`src/rtl/core/pcgr_pkg.sv`:
```
package pcgr_pkg;

    localparam int DATA_W      = 32;
    localparam int SEED_W      = 64;
    localparam int QUEUE_DEPTH = 2;
    localparam int QPTR_W      = $clog2(QUEUE_DEPTH);
    localparam int QCNT_W      = $clog2(QUEUE_DEPTH + 1);
    localparam int MUL_STEPS   = 3;
    localparam int DIV_CNT_W   = $clog2(DATA_W);

    localparam logic [SEED_W-1:0] PCG_RESET = 64'h4D59_5DF4_D0F3_3173;
    localparam logic [SEED_W-1:0] PCG_MULT  = 64'h5851_F42D_4C95_7F2D;
    localparam logic [SEED_W-1:0] PCG_INC   = 64'h1405_7B7E_F767_814F;

    typedef enum logic [2:0] {
        OP_RAW    = 3'd0,
        OP_MOD    = 3'd1,
        OP_RANGE  = 3'd2,
        OP_EVEN   = 3'd3,
        OP_CHANCE = 3'd4,
        OP_RESEED = 3'd5
    } t_opcode;

    typedef enum logic [2:0] {
        KIND_NONE,
        KIND_DRAW,
        KIND_EVEN,
        KIND_CHANCE,
        KIND_RESEED
    } t_kind;

    typedef struct packed {
        t_kind              kind;
        logic               err;
        logic [DATA_W-1:0]  offset;
        logic [DATA_W-1:0]  modulus;
        logic [SEED_W-1:0]  seed;
    } t_cmd;

    typedef struct packed {
        logic               start;
        logic [DATA_W-1:0]  dividend;
        logic [DATA_W-1:0]  divisor;
    } t_div_req;

    typedef enum logic [1:0] {
        BK_IDLE,
        BK_MUL,
        BK_DIV,
        BK_OUT
    } t_back_state;

endpackage

```
`src/rtl/core/pcgr_front.sv`:
```
module pcgr_front
    import pcgr_pkg::*;
(
    input  logic                i_clk,
    input  logic                i_rst_n,
    input  logic                i_in_valid,
    output logic                o_in_stall,
    input  logic [2:0]          i_opcode,
    input  logic [DATA_W-1:0]   i_first_arg,
    input  logic [DATA_W-1:0]   i_second_arg,
    input  logic [SEED_W-1:0]   i_seed_value,
    output logic                o_cmd_valid,
    output t_cmd                o_cmd,
    input  logic                i_pop
);

    t_cmd               r_q [QUEUE_DEPTH];
    logic [QPTR_W-1:0]  r_wr_ptr;
    logic [QPTR_W-1:0]  r_rd_ptr;
    logic [QCNT_W-1:0]  r_count;
    logic [QCNT_W-1:0]  n_count;
    logic               push;
    t_cmd               cmd;

    always_comb begin
        cmd.kind    = KIND_NONE;
        cmd.err     = 1'b0;
        cmd.offset  = '0;
        cmd.modulus = '0;
        cmd.seed    = i_seed_value;
        case (t_opcode'(i_opcode))
            OP_RAW: begin
                cmd.kind = KIND_DRAW;
            end
            OP_MOD: begin
                cmd.kind    = KIND_DRAW;
                cmd.modulus = i_second_arg + 32'd1;
            end
            OP_RANGE: begin
                if (i_first_arg > i_second_arg) begin
                    cmd.err = 1'b1;
                end else begin
                    cmd.kind    = KIND_DRAW;
                    cmd.offset  = i_first_arg;
                    cmd.modulus = i_second_arg - i_first_arg + 32'd1;
                end
            end
            OP_EVEN: begin
                cmd.kind = KIND_EVEN;
            end
            OP_CHANCE: begin
                if (i_first_arg == '0) begin
                    cmd.err = 1'b1;
                end else begin
                    cmd.kind    = KIND_CHANCE;
                    cmd.modulus = i_first_arg;
                end
            end
            OP_RESEED: begin
                cmd.kind = KIND_RESEED;
            end
            default: begin
                cmd.kind = KIND_NONE;
            end
        endcase
    end

    assign o_in_stall  = (r_count == QCNT_W'(QUEUE_DEPTH));
    assign push        = i_in_valid && !o_in_stall;
    assign o_cmd_valid = (r_count != '0);
    assign o_cmd       = r_q[r_rd_ptr];

    always_comb begin
        n_count = r_count;
        if (push && !i_pop) begin
            n_count = r_count + 1'b1;
        end else if (!push && i_pop) begin
            n_count = r_count - 1'b1;
        end
    end

    always_ff @(posedge i_clk) begin
        if (!i_rst_n) begin
            r_wr_ptr <= '0;
            r_rd_ptr <= '0;
            r_count  <= '0;
        end else begin
            r_count <= n_count;
            if (push) begin
                r_wr_ptr <= r_wr_ptr + 1'b1;
            end
            if (i_pop) begin
                r_rd_ptr <= r_rd_ptr + 1'b1;
            end
        end
    end

    always_ff @(posedge i_clk) begin
        if (push) begin
            r_q[r_wr_ptr] <= cmd;
        end
    end

endmodule

```
`src/rtl/core/pcgr_divider.sv`:
```
module pcgr_divider
    import pcgr_pkg::*;
(
    input  logic                i_clk,
    input  logic                i_rst_n,
    input  t_div_req            i_req,
    output logic                o_done,
    output logic [DATA_W-1:0]   o_rem
);

    logic                  r_busy;
    logic                  r_done;
    logic [DIV_CNT_W-1:0]  r_cnt;
    logic [DATA_W-1:0]     r_rem;
    logic [DATA_W-1:0]     r_dvd;
    logic [DATA_W-1:0]     r_div;
    logic [DATA_W:0]       trial;
    logic [DATA_W:0]       diff;
    logic [DATA_W-1:0]     n_rem;

    assign trial = {r_rem, r_dvd[DATA_W-1]};
    assign diff  = trial - {1'b0, r_div};
    assign n_rem = (trial >= {1'b0, r_div}) ? diff[DATA_W-1:0] : trial[DATA_W-1:0];

    always_ff @(posedge i_clk) begin
        if (!i_rst_n) begin
            r_busy <= 1'b0;
            r_done <= 1'b0;
            r_cnt  <= '0;
        end else begin
            r_done <= 1'b0;
            if (i_req.start) begin
                r_busy <= 1'b1;
                r_cnt  <= '0;
            end else if (r_busy) begin
                r_cnt <= r_cnt + 1'b1;
                if (r_cnt == DIV_CNT_W'(DATA_W - 1)) begin
                    r_busy <= 1'b0;
                    r_done <= 1'b1;
                end
            end
        end
    end

    always_ff @(posedge i_clk) begin
        if (i_req.start) begin
            r_rem <= '0;
            r_dvd <= i_req.dividend;
            r_div <= i_req.divisor;
        end else if (r_busy) begin
            r_rem <= n_rem;
            r_dvd <= {r_dvd[DATA_W-2:0], 1'b0};
        end
    end

    assign o_done = r_done;
    assign o_rem  = r_rem;

endmodule

```
`src/rtl/core/pcgr_back.sv`:
```
module pcgr_back
    import pcgr_pkg::*;
(
    input  logic                i_clk,
    input  logic                i_rst_n,
    input  logic                i_cmd_valid,
    input  t_cmd                i_cmd,
    output logic                o_pop,
    output logic                o_out_valid,
    input  logic                i_out_stall,
    output logic [DATA_W-1:0]   o_value,
    output logic                o_error
);

    t_back_state        r_state;
    t_back_state        n_state;
    logic [SEED_W-1:0]  r_gen;
    logic [SEED_W-1:0]  r_acc;
    logic [1:0]         r_mcnt;
    t_cmd               r_cmd;
    logic [DATA_W-1:0]  r_draw;
    logic               r_out_valid;
    logic [DATA_W-1:0]  r_out_value;
    logic               r_out_error;

    logic [SEED_W-1:0]  xs;
    logic [DATA_W-1:0]  word;
    logic [2*DATA_W-1:0] rot;
    logic [DATA_W-1:0]  draw;
    logic [DATA_W-1:0]  op_a;
    logic [DATA_W-1:0]  op_b;
    logic [SEED_W-1:0]  prod;
    logic [SEED_W-1:0]  pp;
    logic               mul_last;
    logic               needs_div;
    logic               out_load;
    logic [DATA_W-1:0]  result;
    logic               div_done;
    logic [DATA_W-1:0]  div_rem;
    t_div_req           div_req;

    assign xs   = r_gen ^ (r_gen >> 18);
    assign word = xs[58:27];
    assign rot  = {word, word} >> r_gen[63:59];
    assign draw = rot[DATA_W-1:0];

    assign op_a = (r_mcnt == 2'd2) ? r_gen[63:32] : r_gen[31:0];
    assign op_b = (r_mcnt == 2'd1) ? PCG_MULT[63:32] : PCG_MULT[31:0];
    assign prod = SEED_W'(op_a) * SEED_W'(op_b);
    assign pp   = (r_mcnt == 2'd0) ? prod : {prod[DATA_W-1:0], {DATA_W{1'b0}}};

    assign mul_last  = (r_mcnt == 2'(MUL_STEPS - 1));
    assign needs_div = (r_cmd.kind inside {KIND_DRAW, KIND_CHANCE}) && (r_cmd.modulus != '0);

    always_comb begin
        result = '0;
        case (r_cmd.kind)
            KIND_DRAW: begin
                result = (r_cmd.modulus == '0) ? r_draw : r_cmd.offset + div_rem;
            end
            KIND_EVEN: begin
                result = {{(DATA_W-1){1'b0}}, ~r_draw[0]};
            end
            KIND_CHANCE: begin
                result = {{(DATA_W-1){1'b0}}, (div_rem == '0)};
            end
            default: begin
                result = '0;
            end
        endcase
    end

    always_comb begin
        n_state = r_state;
        case (r_state)
            BK_IDLE: begin
                if (i_cmd_valid) begin
                    if (i_cmd.kind inside {KIND_DRAW, KIND_EVEN, KIND_CHANCE}) begin
                        n_state = BK_MUL;
                    end else begin
                        n_state = BK_OUT;
                    end
                end
            end
            BK_MUL: begin
                if (mul_last) begin
                    n_state = needs_div ? BK_DIV : BK_OUT;
                end
            end
            BK_DIV: begin
                if (div_done) begin
                    n_state = BK_OUT;
                end
            end
            BK_OUT: begin
                if (out_load) begin
                    n_state = BK_IDLE;
                end
            end
            default: begin
                n_state = BK_IDLE;
            end
        endcase
    end

    always_comb begin
        o_pop            = 1'b0;
        out_load         = 1'b0;
        div_req.start    = 1'b0;
        div_req.dividend = r_draw;
        div_req.divisor  = r_cmd.modulus;
        case (r_state)
            BK_IDLE: begin
                o_pop = i_cmd_valid;
            end
            BK_MUL: begin
                div_req.start = mul_last && needs_div;
            end
            BK_OUT: begin
                out_load = !r_out_valid || !i_out_stall;
            end
            default: begin
                o_pop = 1'b0;
            end
        endcase
    end

    pcgr_divider u_divider (
        .i_clk   (i_clk),
        .i_rst_n (i_rst_n),
        .i_req   (div_req),
        .o_done  (div_done),
        .o_rem   (div_rem)
    );

    always_ff @(posedge i_clk) begin
        if (!i_rst_n) begin
            r_state     <= BK_IDLE;
            r_gen       <= PCG_RESET;
            r_mcnt      <= '0;
            r_out_valid <= 1'b0;
        end else begin
            r_state <= n_state;
            if (o_pop) begin
                r_mcnt <= '0;
                if (i_cmd.kind == KIND_RESEED) begin
                    r_gen <= i_cmd.seed + PCG_INC;
                end
            end
            if (r_state == BK_MUL) begin
                r_mcnt <= r_mcnt + 1'b1;
                if (mul_last) begin
                    r_gen <= r_acc + pp;
                end
            end
            if (out_load) begin
                r_out_valid <= 1'b1;
            end else if (!i_out_stall) begin
                r_out_valid <= 1'b0;
            end
        end
    end

    always_ff @(posedge i_clk) begin
        if (o_pop) begin
            r_cmd  <= i_cmd;
            r_draw <= draw;
            r_acc  <= PCG_INC;
        end else if (r_state == BK_MUL) begin
            r_acc <= r_acc + pp;
        end
        if (out_load) begin
            r_out_value <= result;
            r_out_error <= r_cmd.err;
        end
    end

    assign o_out_valid = r_out_valid;
    assign o_value     = r_out_value;
    assign o_error     = r_out_error;

endmodule

```
`src/rtl/core/pcg32_random_with_range.sv`:
```
// PCG32 XSH-RR generator with ranged draws, fair bits, one-in-N bits and reseeding.
// Each accepted item gives exactly one result, in order. A raw draw or a fair bit
// passes through the queue, then three 32x32 multiply-accumulate steps for the
// 64-bit state update, and then has its result loaded into the output register.
// A ranged draw or a one-in-N bit whose span is not the full 32-bit range also goes
// through the remainder unit, which retires one remainder bit per cycle and then
// flags completion. A reseed or an item with an error goes straight to the output
// register. Items are handled one at a time; a new item is taken only once the
// previous one has loaded its result. A two-entry queue takes new items while one is
// at work, and the output register holds a finished result while the receiver stalls.
module pcg32_random_with_range
    import pcgr_pkg::*;
(
    input  logic                i_clk,
    input  logic                i_rst_n,
    input  logic                i_in_valid,
    output logic                o_in_stall,
    input  logic [2:0]          i_opcode,
    input  logic [DATA_W-1:0]   i_first_arg,
    input  logic [DATA_W-1:0]   i_second_arg,
    input  logic [SEED_W-1:0]   i_seed_value,
    output logic                o_out_valid,
    input  logic                i_out_stall,
    output logic [DATA_W-1:0]   o_value,
    output logic                o_error
);

    logic  cmd_valid;
    t_cmd  cmd;
    logic  pop;

    pcgr_front u_front (
        .i_clk        (i_clk),
        .i_rst_n      (i_rst_n),
        .i_in_valid   (i_in_valid),
        .o_in_stall   (o_in_stall),
        .i_opcode     (i_opcode),
        .i_first_arg  (i_first_arg),
        .i_second_arg (i_second_arg),
        .i_seed_value (i_seed_value),
        .o_cmd_valid  (cmd_valid),
        .o_cmd        (cmd),
        .i_pop        (pop)
    );

    pcgr_back u_back (
        .i_clk       (i_clk),
        .i_rst_n     (i_rst_n),
        .i_cmd_valid (cmd_valid),
        .i_cmd       (cmd),
        .o_pop       (pop),
        .o_out_valid (o_out_valid),
        .i_out_stall (i_out_stall),
        .o_value     (o_value),
        .o_error     (o_error)
    );

endmodule

```
`config.mk`:
```
export PLATFORM = sky130hd
export DESIGN_NAME = pcg32_random_with_range
export DESIGN_NICKNAME = d
export VERILOG_FILES = /design/src/rtl/core/pcgr_pkg.sv /design/src/rtl/core/pcgr_front.sv /design/src/rtl/core/pcgr_divider.sv /design/src/rtl/core/pcgr_back.sv /design/src/rtl/core/pcg32_random_with_range.sv
export SDC_FILE = /design/constraint.sdc
export NUM_CORES = 2
export LEC_CHECK = 0
export BUFFER_PORTS_ARGS = -buffer_cell sky130_fd_sc_hd__clkbuf_2
export CAP_MARGIN = 0
export CORE_UTILIZATION = 54
export DETAILED_ROUTE_END_ITERATION = 6
export MAX_ROUTING_LAYER = met4
export PLACE_DENSITY = 0.78
export SLEW_MARGIN = 10
export SYNTH_ARGS = -nofsm -noshare
export SYNTH_HDL_FRONTEND = slang
export SYNTH_SLANG_ARGS = --single-unit
```
`constraint.sdc`:
```
create_clock -name i_clk -period 12.99 [get_ports i_clk]
set_input_delay 0.6495 -clock i_clk [delete_from_list [all_inputs] [get_ports i_clk]]
set_output_delay 0.6495 -clock i_clk [all_outputs]
set_load 0.005 [all_outputs]
```
# Yosys cells after proc, flatten, opt, wreduce, memory -nomap -nowiden
# Memories as Yosys holds them, arrays and structs flattened. A register that Yosys moved wholly into a read port is not among the register bits.
# Cells that the tools add are included.
# word_totals
in_bits	135
memories	1
latchBits	0
ramBits	264
reg_bits	373
output_inout_bits	35
rom_bits	0
elab_cells	141
# memory_table
name	depth	width	rd	rd_ports_with_merged_regs	write_ports	line	rtl
u_front.r_q	2	132	1	1	1	pcgr_front.sv:17	t_cmd r_q [QUEUE_DEPTH];
# classes
n_addsub	13
div	0
n_mux	46
order_cmp	2
n_bitwise	4
n_reduce_logical	28
n_shift	1
eq_ne	24
multipliers	1
# op_table
cell	count
$mux W64	6
$mux W32	7
$pmux W32 S3	2
$logic_not A32 Y1	3
$add A32 B1 Y32 const B	2
$add A64 B61 Y64 const B	1
$add A64 B64 Y64	1
$mul A32 B32 Y64	1
$shr A64 B5 Y32	1
$sub A32 B32 Y32	2
$xor A59 B46 Y59	1
$ge A33 B32 Y1	1
$add A32 B32 Y32	1
$gt A32 B32 Y1	1
$reduce_bool A32 Y1	1
$mux W29	1
$mux W2	10
$eq A3 B2 Y1 const B	6
$mux W1	17
$pmux W3 S5	1
$reduce_bool A2 Y1	5
$eq A3 B1 Y1 const B	3
$eq A3 B3 Y1 const B	3
$eq A2 B2 Y1 const B	4
20 further kinds	38

# Depth between registers and ports, before layout
# logic_depth
depth_word	7
depth_mapped	48

# Modules after synthesis
# From an unflattened synthesis, not the netlist that was laid out.
# unflattened
hier_cells	6303
area_unflattened_um2	61815.5
# by_module_without_submodules
mod	area_per_inst_um2	cells_per_inst	instances	seq_area_each_um2
pcgr_back	41920.2	4675	1	6656.4
pcgr_front	13984.7	1050	1	8027.7
pcgr_divider	5910.7	578	1	2702.6

# Worst setup path after synthesis
# Ideal clock, no wire load.
# synth_path
path_type	register to register
start	register u_back.r_mcnt[0]
end	register u_back.r_gen[63]
path_stages_with_launch	47
setup_ns	0.086
t_arrival_ns	11.412
n_path_buf	5
path_slack_ns	1.491
path_cell_list	dfxtp_1 inv_1 ha_1 clkbuf_1 buf_1 clkbuf_1 clkbuf_1 mux2_2 inv_1 nor2_1 fa_1 inv_1 fa_1 inv_1 fa_1 inv_1 fa_1 inv_1 [... 11 more ...] a211oi_1 o31ai_2 a31oi_1 nor2_1 a2111oi_0 xor2_1 mux2i_1 ha_1 a21o_1 a21o_1 a21oi_1 o21ai_0 a2111o_1 a21oi_1 o21ai_1 xor2_1 xnor2_1 a221oi_2
# synth_between
elab_chain_len	7
# synth_lines
element	line	rtl
start, declared	pcgr_back.sv:19	logic [1:0] r_mcnt;
start signal, assigned	pcgr_back.sv:151	r_mcnt <= r_mcnt + 1'b1;
$eq A2 B2 Y1 / $eq A2 B1 Y1 (equally long branches)	pcgr_back.sv:47, pcgr_back.sv:52, pcgr_back.sv:48	
$mux W32 / $mux W29 (equally long branches)	pcgr_back.sv:47, pcgr_back.sv:48	
$mul A32 B32 Y64	pcgr_back.sv:49	assign prod = SEED_W'(op_a) * SEED_W'(op_b);
$mux W64	pcgr_back.sv:50	assign pp = (r_mcnt == 2'd0) ? prod : {prod[DATA_W-1:0], {DATA_W{1'b0}}};
$add A64 B64 Y64	pcgr_back.sv:153	r_gen <= r_acc + pp;
$mux W64 *	pcgr_back.sv:152	if (mul_last) begin
$mux W64 *	pcgr_back.sv:150	if (r_state == BK_MUL) begin
end signal, assigned	pcgr_back.sv:147	r_gen <= i_cmd.seed + PCG_INC;
end signal, assigned	pcgr_back.sv:153	
end, declared	pcgr_back.sv:17	logic [SEED_W-1:0] r_gen;
# Every way passes the cells marked *; elsewhere a longest branch is shown, timed or not.
# A chain may end at the register's enable or synchronous reset.

# Worst setup path in the final report
# Same ends and word-level chain as after synthesis.

==> impl_metrics.csv <==
group,metric,value,unit
run_status,status,"finished with violations",
run_status,failed_checks,"DRC",
logic_synthesis,synth_area_leaders,"sky130_fd_sc_hd__edfxtp_1 23%, sky130_fd_sc_hd__fa_1 18%, sky130_fd_sc_hd__ha_1 13%",
clock_tree,cts_hold_buf,0,
logic_synthesis,netlist_instances,6301,
global_routing,grt_overflow,0,
sta,worst_slew_margin_rel,19.77,%
floorplanning,dieWidth,339.0,µm
clock_tree,cts-root-buf,"sky130_fd_sc_hd__clkbuf_16",
detailed_routing,ant_nets,0,
worst_setup_path,critPathCaptureType,"flip-flop",
clock_tree,total_number_of_clock_tree_sinks,638,
logic_synthesis,syn_area,61340,µm²
clock_tree,cts.reportedPaths.clkPinSlew,0.07,ns
global_routing,grt_pass1_wl,275.9,mm
hold_path,holdCritPathClass,"in -> reg",
sta,slew_violations,0,
floorplanning,fp.coreArea,112500,µm²
detailed_routing,detailed_route_vias_per_instance,5.955,
worst_setup_path,timing.setup.critical_path_class,"reg -> reg",
sta,worst-slew-pin-transition,1.203,ns
placement,routabilityCongestion,1.010,
sta,rsz0062_at_grt,"false",
detailed_routing,drt_drc_violations_left,2,
logic_synthesis,synth_cell_type_count,103,
final_layout,n_fill_cell,9519,
detailed_routing,first_pass_iters,7,
worst_setup_path,crit_path_max_incr_delay,0.51,ns
detailed_routing,met3_wirelength,14.65,mm
logic_synthesis,count_of_flip_flops_with_a_built_in_enable_after_synthesis,461,
worst_setup_path,worst_ep_arrival_time,12.68,ns
worst_setup_path,worstPathMaxFanout,16,
global_routing,number_of_antenna_violations_at_the_first_check_in_global_routing,6,
logic_synthesis,synthesis.area_per_instance,9.735,µm²
detailed_routing,dr.first_iter.drc_count,4868,
detailed_routing,uppermost_layer_routed,"met4",
worst_setup_path,crit_required,13.52,ns
clock_tree,tritoncts_clock_tree,"done",
flow_run,max-cap-violations,0,
sta,timing.setup.tns,0,ns
sta,fmax,82.28,MHz
logic_synthesis,synth.yosys.seq_area_share,28.34,%
final_layout,drive_gt1_share,8.322,%
clock_tree,htree_num_levels,2,
logic_synthesis,async_flop_share,0,%
floorplanning,die-area,114900,µm²
logic_synthesis,dominantRegCellSynth,"sky130_fd_sc_hd__edfxtp_1",
placement,dp_slack,0.9830,ns
sta,final.period_utilization,93.56,%
global_routing,grtUsageTotal,32.14,%
clock_tree,worstSkewPairLatency,0.64,ns
sta,timing.final.ws_setup,0.8370,ns
logic_synthesis,yosys.area.top_type_share,22.57,%
worst_setup_path,timing.critical_path.slowest_stage_cell,"sky130_fd_sc_hd__clkinv_1",
final_layout,layout-area-overhead-vs-synth,7.164,%
logic_synthesis,synth.ff_latch_count,638,
worst_setup_path,cp-start-kind,"flip-flop",
final_layout,num-nets-final,7699,
clock_tree,cts_buffers,59,
placement,place_hpwl,143.9,mm
global_routing,number_of_global_route_vias_before_repair,46420,
logic_synthesis,yosys.area.top_type,"sky130_fd_sc_hd__edfxtp_1",
logic_synthesis,total_number_of_yosys_warnings,0,
floorplanning,die_extent_in_y,339.0,µm
detailed_routing,total_detailed_routing_wirelength,180.9,mm
sta,min_tclk_post_route,12.15,ns
clock_tree,post_cts_resize_count,0,
detailed_routing,wl_met2,80.57,mm
sta,hold_viol,0,
floorplanning,start_util,54.52,%
floorplanning,io-pin-count,170,
sta,clock_skew,0.04092,ns
clock_tree,cts_buffer_depth,3,
floorplanning,floorplan.rows,123,
detailed_routing,dr_total_vias,47250,
placement,buffer_ports.inserted,169,
sta,finalSetupViolations,0,
detailed_routing,routedLengthMet1,78.38,mm
global_routing,grt_max_degree,167,
detailed_routing,post_drt_wl_per_cell,22.80,µm
worst_setup_path,cp_common_cell,"sky130_fd_sc_hd__fa_1",
clock_tree,postCtsSetupBuffers,0,
## cells by family after synthesis
logic type                 synth area share (%)
DFF                                       28.34
other                                   0.01224
and+or+nand+nor                           11.36
AOI/OAI and AO/OA                         12.46
muxes                                     5.516
buffers and inverters                     6.864
xor gates and xnor gates                  4.755
adders and majority gates                 30.68
## cell usage in the layout (no fill, tap or decap), types with 190 or more instances in the layout
cell type	instances
sky130_fd_sc_hd__xnor2_1	226
sky130_fd_sc_hd__fa_1	537
sky130_fd_sc_hd__nor2_1	468
sky130_fd_sc_hd__nand2_1	523
sky130_fd_sc_hd__ha_1	640
sky130_fd_sc_hd__inv_1	842
sky130_fd_sc_hd__a21oi_1	357
sky130_fd_sc_hd__mux2i_1	190
sky130_fd_sc_hd__o21ai_0	310
sky130_fd_sc_hd__edfxtp_1	461
## path summary, 6_finish.rpt
check / startpoint / slack [ns] / depth (start not counted) / end
max: u_back.r_mcnt[0] / 0.84 / 41 / u_back.r_gen[63]
min: i_seed_value[32] / 0.20 / 1 / u_front.r_q[0][32]
max reg2reg: u_back.r_mcnt[0] / 0.84 / 41 / u_back.r_gen[63]
min reg2reg: u_back.div_req[9] / 0.44 / 0 / u_back.u_divider.r_div[9]
## flip-flops by register name, summed over array words and instances, names as in the netlist, 2 cells and up, named ones only
signal                  cells
u_back.div_req             32
u_back.o_value             32
u_back.r_acc               64
u_back.r_cmd               36
u_back.r_draw              32
u_back.r_gen               64
u_back.r_mcnt               2
u_back.r_state              2
u_back.u_divider.o_rem     32
u_back.u_divider.r_cnt      5
u_back.u_divider.r_div     32
u_back.u_divider.r_dvd     32
u_front.r_count             2
u_front.r_q               264
## cell usage after synthesis (17+ instances only)
master                       n
sky130_fd_sc_hd__nand3_1    76
sky130_fd_sc_hd__nor2_1    470
sky130_fd_sc_hd__nand4_1    71
sky130_fd_sc_hd__xnor2_1   226
sky130_fd_sc_hd__a22oi_1    29
sky130_fd_sc_hd__nor4_1     46
sky130_fd_sc_hd__xor2_1    107
sky130_fd_sc_hd__a21oi_1   357
sky130_fd_sc_hd__fa_1      537
sky130_fd_sc_hd__dfxtp_1   177
sky130_fd_sc_hd__o211ai_1   44
sky130_fd_sc_hd__and2_1     42
sky130_fd_sc_hd__o31ai_1    17
sky130_fd_sc_hd__mux2i_1   193
sky130_fd_sc_hd__buf_2      20
sky130_fd_sc_hd__nor3_1     77
sky130_fd_sc_hd__a21o_1    119
sky130_fd_sc_hd__inv_1     844
sky130_fd_sc_hd__mux2_2    119
sky130_fd_sc_hd__or3_1      20
sky130_fd_sc_hd__nand2b_1   41
sky130_fd_sc_hd__o21a_1     28
sky130_fd_sc_hd__and3_1     42
sky130_fd_sc_hd__buf_1      28
sky130_fd_sc_hd__nand2_1   524
sky130_fd_sc_hd__a211oi_1   74
sky130_fd_sc_hd__nor2b_1    47
sky130_fd_sc_hd__a31oi_1    38
sky130_fd_sc_hd__o21ai_0   310
sky130_fd_sc_hd__o21bai_1   37
sky130_fd_sc_hd__clkbuf_1  175
sky130_fd_sc_hd__ha_1      645
sky130_fd_sc_hd__edfxtp_1  461
## layout make-up
class	count	area (µm²)	area share, %
antenna	6	15.01	0.02284
multi-input combinational	4589	39910	60.72
sequential	638	17390	26.46
inverter	856	3216	4.892
tap	1500	1877	2.855
clock buffer	64	1516	2.307
clock inverter	44	427.9	0.6510
timing repair buffer	238	1376	2.094
## per-layer routing
metal  GRT usage, %  vias up
li1               -    21780
met1          44.79    23080
met2          48.11     2061
met3          4.172      326
met4          11.52        0
met5              -        -
## through the flow
step / hold WS [ns] / std cells / area, µm² / util [%]
2_1_floorplan: 0.4003 / 6317 / 61400 / -
3_3_place_gp: 0.4031 / 7821 / 63770 / 56.69
3_5_place_dp: 0.4368 / 7821 / 63770 / 56.69
4_1_cts: 0.1835 / 7929 / 65720 / 58.42
5_1_grt: 0.1966 / 7935 / 65730 / 58.43
6_report: 0.2047 / 7935 / 65730 / 58.43
## worst max-delay path: cells and delay by family, from the launching register on
family	cells	cell delay, ns
AO/OA/AOI/OAI	15	3.79
XOR/XNOR	4	0.87
adder cells (fa/ha/maj)	11	4.31
buffers and inverters	5	1.12
flip-flops	1	0.35
multiplexers	2	0.58
AND/OR/NAND/NOR	4	1.00
Power is left out: the tool's default activity adds up to more than one toggle a clock period on the data nets, which glitch-free logic cannot reach.
